### config.mk
export PLATFORM = sky130hd
export DESIGN_NAME = eptq_cell
export DESIGN_NICKNAME = d
export VERILOG_FILES = /design/src/eptq_pkg.sv /design/src/eptq_cell.sv
export SDC_FILE = /design/constraint.sdc
export NUM_CORES = 1
export LEC_CHECK = 0
export BUFFER_PORTS_ARGS = -buffer_cell sky130_fd_sc_hd__buf_2
export CAP_MARGIN = 40
export CELL_PAD_IN_SITES_DETAIL_PLACEMENT = 1
export CELL_PAD_IN_SITES_GLOBAL_PLACEMENT = 1
export CORE_AREA = 2 2 177 179
export CTS_BUF_LIST = sky130_fd_sc_hd__clkbuf_8
export CTS_CLUSTER_DIAMETER = 50
export DETAILED_ROUTE_END_ITERATION = 10
export DIE_AREA = 0 0 179 181
export PLACE_DENSITY_LB_ADDON = 0.1
export SETUP_SLACK_MARGIN = 0.02
export SLEW_MARGIN = 25
export SYNTH_ARGS = -nofsm -noshare
export SYNTH_HDL_FRONTEND = slang
export SYNTH_SLANG_ARGS = --single-unit
### constraint.sdc
create_clock -name clk -period 3.4 [get_ports clk]
set_input_delay 0.68 -clock clk [delete_from_list [all_inputs] [get_ports clk]]
set_output_delay 0.68 -clock clk [all_outputs]
set_load 0.02 [all_outputs]
### src/eptq_pkg.sv
// eptq_pkg: types and codes shared by the expiring priority task queue
// no dependencies
`default_nettype none
package eptq_pkg;
  typedef enum logic [2:0] {
    EV_QUEUED   = 3'd0,
    EV_EXPIRED  = 3'd1,
    EV_REJECTED = 3'd2,
    EV_TAKEN    = 3'd3,
    EV_EMPTY    = 3'd4
  } event_t;

  localparam logic KIND_INSERT = 1'b0;
  localparam logic KIND_TAKE   = 1'b1;

  typedef struct packed {
    logic [15:0] id;
    logic [31:0] instr;
    logic [31:0] limit;
    logic [31:0] arrival;
  } entry_t;

  typedef struct packed {
    logic        kind;
    logic [31:0] now;
    logic [15:0] task_id;
    logic [31:0] instr_count;
    logic [31:0] exec_limit;
  } in_item_t;

  typedef struct packed {
    logic [2:0]  event_res;
    logic [15:0] out_id;
    logic [31:0] out_instr;
    logic [31:0] out_limit;
    logic [31:0] out_arrival;
    logic [5:0]  waiting_count;
    logic [31:0] longest_wait;
    logic        last;
  } out_item_t;

  // per-cycle command to each cell of the chain
  typedef enum logic [1:0] {
    CMD_HOLD  = 2'd0,
    CMD_ROT   = 2'd1,
    CMD_SHIFT = 2'd2,
    CMD_LOAD  = 2'd3
  } cmd_t;

  typedef enum logic [2:0] {
    ST_IDLE   = 3'd0,
    ST_WALK   = 3'd1,
    ST_INSERT = 3'd2,
    ST_OUT    = 3'd3
  } state_t;
endpackage
`default_nettype wire

### src/eptq_cell.sv
// eptq_cell: one slot of the queue chain
// depends on eptq_pkg
`default_nettype none
module eptq_cell
  import eptq_pkg::*;
(
  input  wire logic   clk,
  input  wire cmd_t   cmd,
  input  wire entry_t from_next,
  input  wire entry_t from_prev,
  input  wire entry_t load_in,
  output entry_t      entry
);
  // rotate moves entries towards the head, shift moves them towards the tail,
  // load takes the shared load bus
  always_ff @(posedge clk) begin
    case (cmd)
      CMD_ROT:   entry <= from_next;
      CMD_SHIFT: entry <= from_prev;
      CMD_LOAD:  entry <= load_in;
      default:   entry <= entry;
    endcase
  end
endmodule
`default_nettype wire

==> flow_summary_export.csv <==
group,metric,value,unit
synthesis,synth_seq_area_share,0.586,
synthesis,syn_nets,826,
min_path,hp-class,"in -> reg",
synthesis,ys_top_cells_by_area,"edfxtp_1, mux2i_1, a21oi_1",
critical_path,cp_max_fo,62,
critical_path,crit_arrival,1920,ps
power_and_ir_drop,internal_power,0.00233,W
power_and_ir_drop,ir_drop,0.000211,V
global_routing,grt-ovfl-total,0,
layout,drive_gt1_frac,0.511,
critical_path,start_kind,"input pin",
sta,setup_ws,1530,ps
placed_design,post-dp-hpwl,18200,um
power_and_ir_drop,power_density,401,nW/um2
cts,hold_buffers,0,
synthesis,postSynthAreaPerCell,11.8,um2
layout,area_growth,47.9,%
cts,clk_pin_slew_worst_paths,120,ps
synthesis,synth_area_leader_cell,"edfxtp_1",
critical_path,crit_family,"buffers and inverters",
critical_path,critPathMaxStageDelay,420,ps
sta,setup_viol,0,
routing,drc_errors,0,
sta,timing.fmax,536,MHz
synthesis,synthDistinctLibCells,9,
cts,cts_resized,0,
critical_path,crit_path_cell_trace,"buf_6 -> or2_4 -> buf_12",
power_and_ir_drop,clkPwrFrac,0.226,
sta,post-route-period-util,0.549,
sta,tightest_slew,592,ps
synthesis,synth_top_area_frac,0.586,
cts,cts_max_path_buffers,2,
sta,rsz0062_at_grt,"false",
layout,top_register,"entry",
sta,fin_setup_tns,0,ps
sta,hold_violations,0,
sta,whs,604,ps
status,outcome,"finished clean",
global_routing,antenna_found_initial,7,
power_and_ir_drop,pwr-share-comb,0.262,
synthesis,synthesis.area,5740,um2
global_routing,first_global_vias,5514,
layout,largest_registers,"entry x112",
critical_path,worst-path-buf-inv,2,
critical_path,crit_slowest_cell,"or2_4",
floorplan,initial_core_util,0.189,
cts,post-cts-setup-buffers,0,
power_and_ir_drop,p_sw_frac,0.316,
layout,largest_reg_flops,112,
floorplan,fp-row-count,64,
synthesis,ys_ff_latch,112,
placed_design,dp_worst_setup_slack,1110,ps
routing,ant_nets,0,
global_routing,grt_use_total,0.137,
floorplan,num_io_pins,451,
floorplan,die-area,32400,um2
placed_design,port_buffers,450,
floorplan,die_width,179,um
layout,fin_nets,1256,
global_routing,grt_start_max_net_pins,108,
sta,period_needed,1870,ps
cts,cts_buffers,9,
layout,fillCellCount,3609,
sta,relSlewSlack,0.605,
cts,clock_tree.htree_level_count,3,
power_and_ir_drop,leakage,4.06,nW
placed_design,gp_congestion,0.726,
synthesis,yosys_warnings,0,
cts,tritoncts,"done",
synthesis,synthCells,487,
floorplan,core,30300,um2
global_routing,grt_pass1_wl,33000,um
layout,multi_input_area,2110,um2
routing,wl,23300,um
critical_path,worstSetupEndpointType,"flip-flop",
job,max_cap_violations,0,
routing,via_per_inst,4.06,
cts,root_buffer,"clkbuf_8",
critical_path,crit_required,3450,ps
critical_path,path_class,"in -> reg",
routing,wire_per_inst,17.6,um
sta,drv_slew,0,
power_and_ir_drop,p_sw,0.00108,W
power_and_ir_drop,seq_power_share,0.513,
layout,seq_area,3360,um2
cts,cts_sinks,112,
routing,drt_iter0_markers,177,
routing,firstDrtPassIters,4,
floorplan,die_h,181,um
routing,vias,5365,
## cell type report
class	instances	share of cell area
clock buffers	9	0.0146
multi-input cells	337	0.248
flip-flops and latches	112	0.396
diodes	3	0.000884
clock inverters	6	0.00457
repair buffers	457	0.277
well taps	396	0.0583
## per-layer routing
layer | vias up | GRT usage | wire (um)
met3 | 22 | 0.0579 | 2940
li1 | 2634 | - | -
met5 | - | 0 | 14
met4 | 4 | 0.0393 | 357
met1 | 2418 | 0.147 | 8500
met2 | 287 | 0.243 | 11500
## synth_stat cells
master and n:
clkbuf_1 12, buf_8 8, or2_2 1, mux2i_1 112, buf_4 6, edfxtp_1 112
a21oi_1 112, nor2_1 112, buf_2 12
## tightest hold or removal path, cell delays in order
cell and delay, ps:
buf_2 70, nor2_1 30, a21oi_1 90
## cells in the final DEF (no fill, tap or decap), types with 3 or more instances in the layout
cell / n
buf_2: 448
mux2i_1: 112
nor2_1: 112
a21oi_1: 112
edfxtp_1: 112
clkbuf_8: 9
buf_4: 4
diode_2: 3
clkinvlp_4: 3
buf_12: 3
## path summary, 6_finish.rpt
kind / start / end / cells past startpoint
max: cmd[1] / entry[102] / 3
min: from_next[92] / entry[92] / 3
## metrics by stage
| stage | cells | util | total power, W | cell area, um2 |
|---|---|---|---|---|
| 6_report | 1320 | 0.280 | 0.00341 | 8490 |
| 5_1_grt | 1319 | 0.280 | 0.00361 | 8490 |
| 4_1_cts | 1317 | 0.280 | 0.00350 | 8490 |
| 3_5_place_dp | 1302 | 0.274 | 0.00270 | 8320 |
| 3_3_place_gp | 1302 | 0.274 | 0.00269 | 8320 |
| 2_1_floorplan | 487 | - | 0.00226 | 5740 |
## power by group through the flow
stage          Combinational (W)  Clock, W  Sequential (W)
2_1_floorplan           0.000263         0         0.00200
3_3_place_gp            0.000912         0         0.00178
3_5_place_dp            0.000914         0         0.00178
4_1_cts                 0.000915  0.000831         0.00175
5_1_grt                 0.000979  0.000865         0.00177
6_report                0.000891  0.000770         0.00175
## cell families (layout without fill, tap and decap cells)
family,Yosys count,count (layout),share of synthesized area
buf+inv,38,472,0.0471
flops,112,112,0.586
simple gates,113,113,0.0743
compound gates,112,112,0.0976
other cells,0,3,0
mux,112,112,0.195
Note: power is estimated with default switching activity, not from simulation.
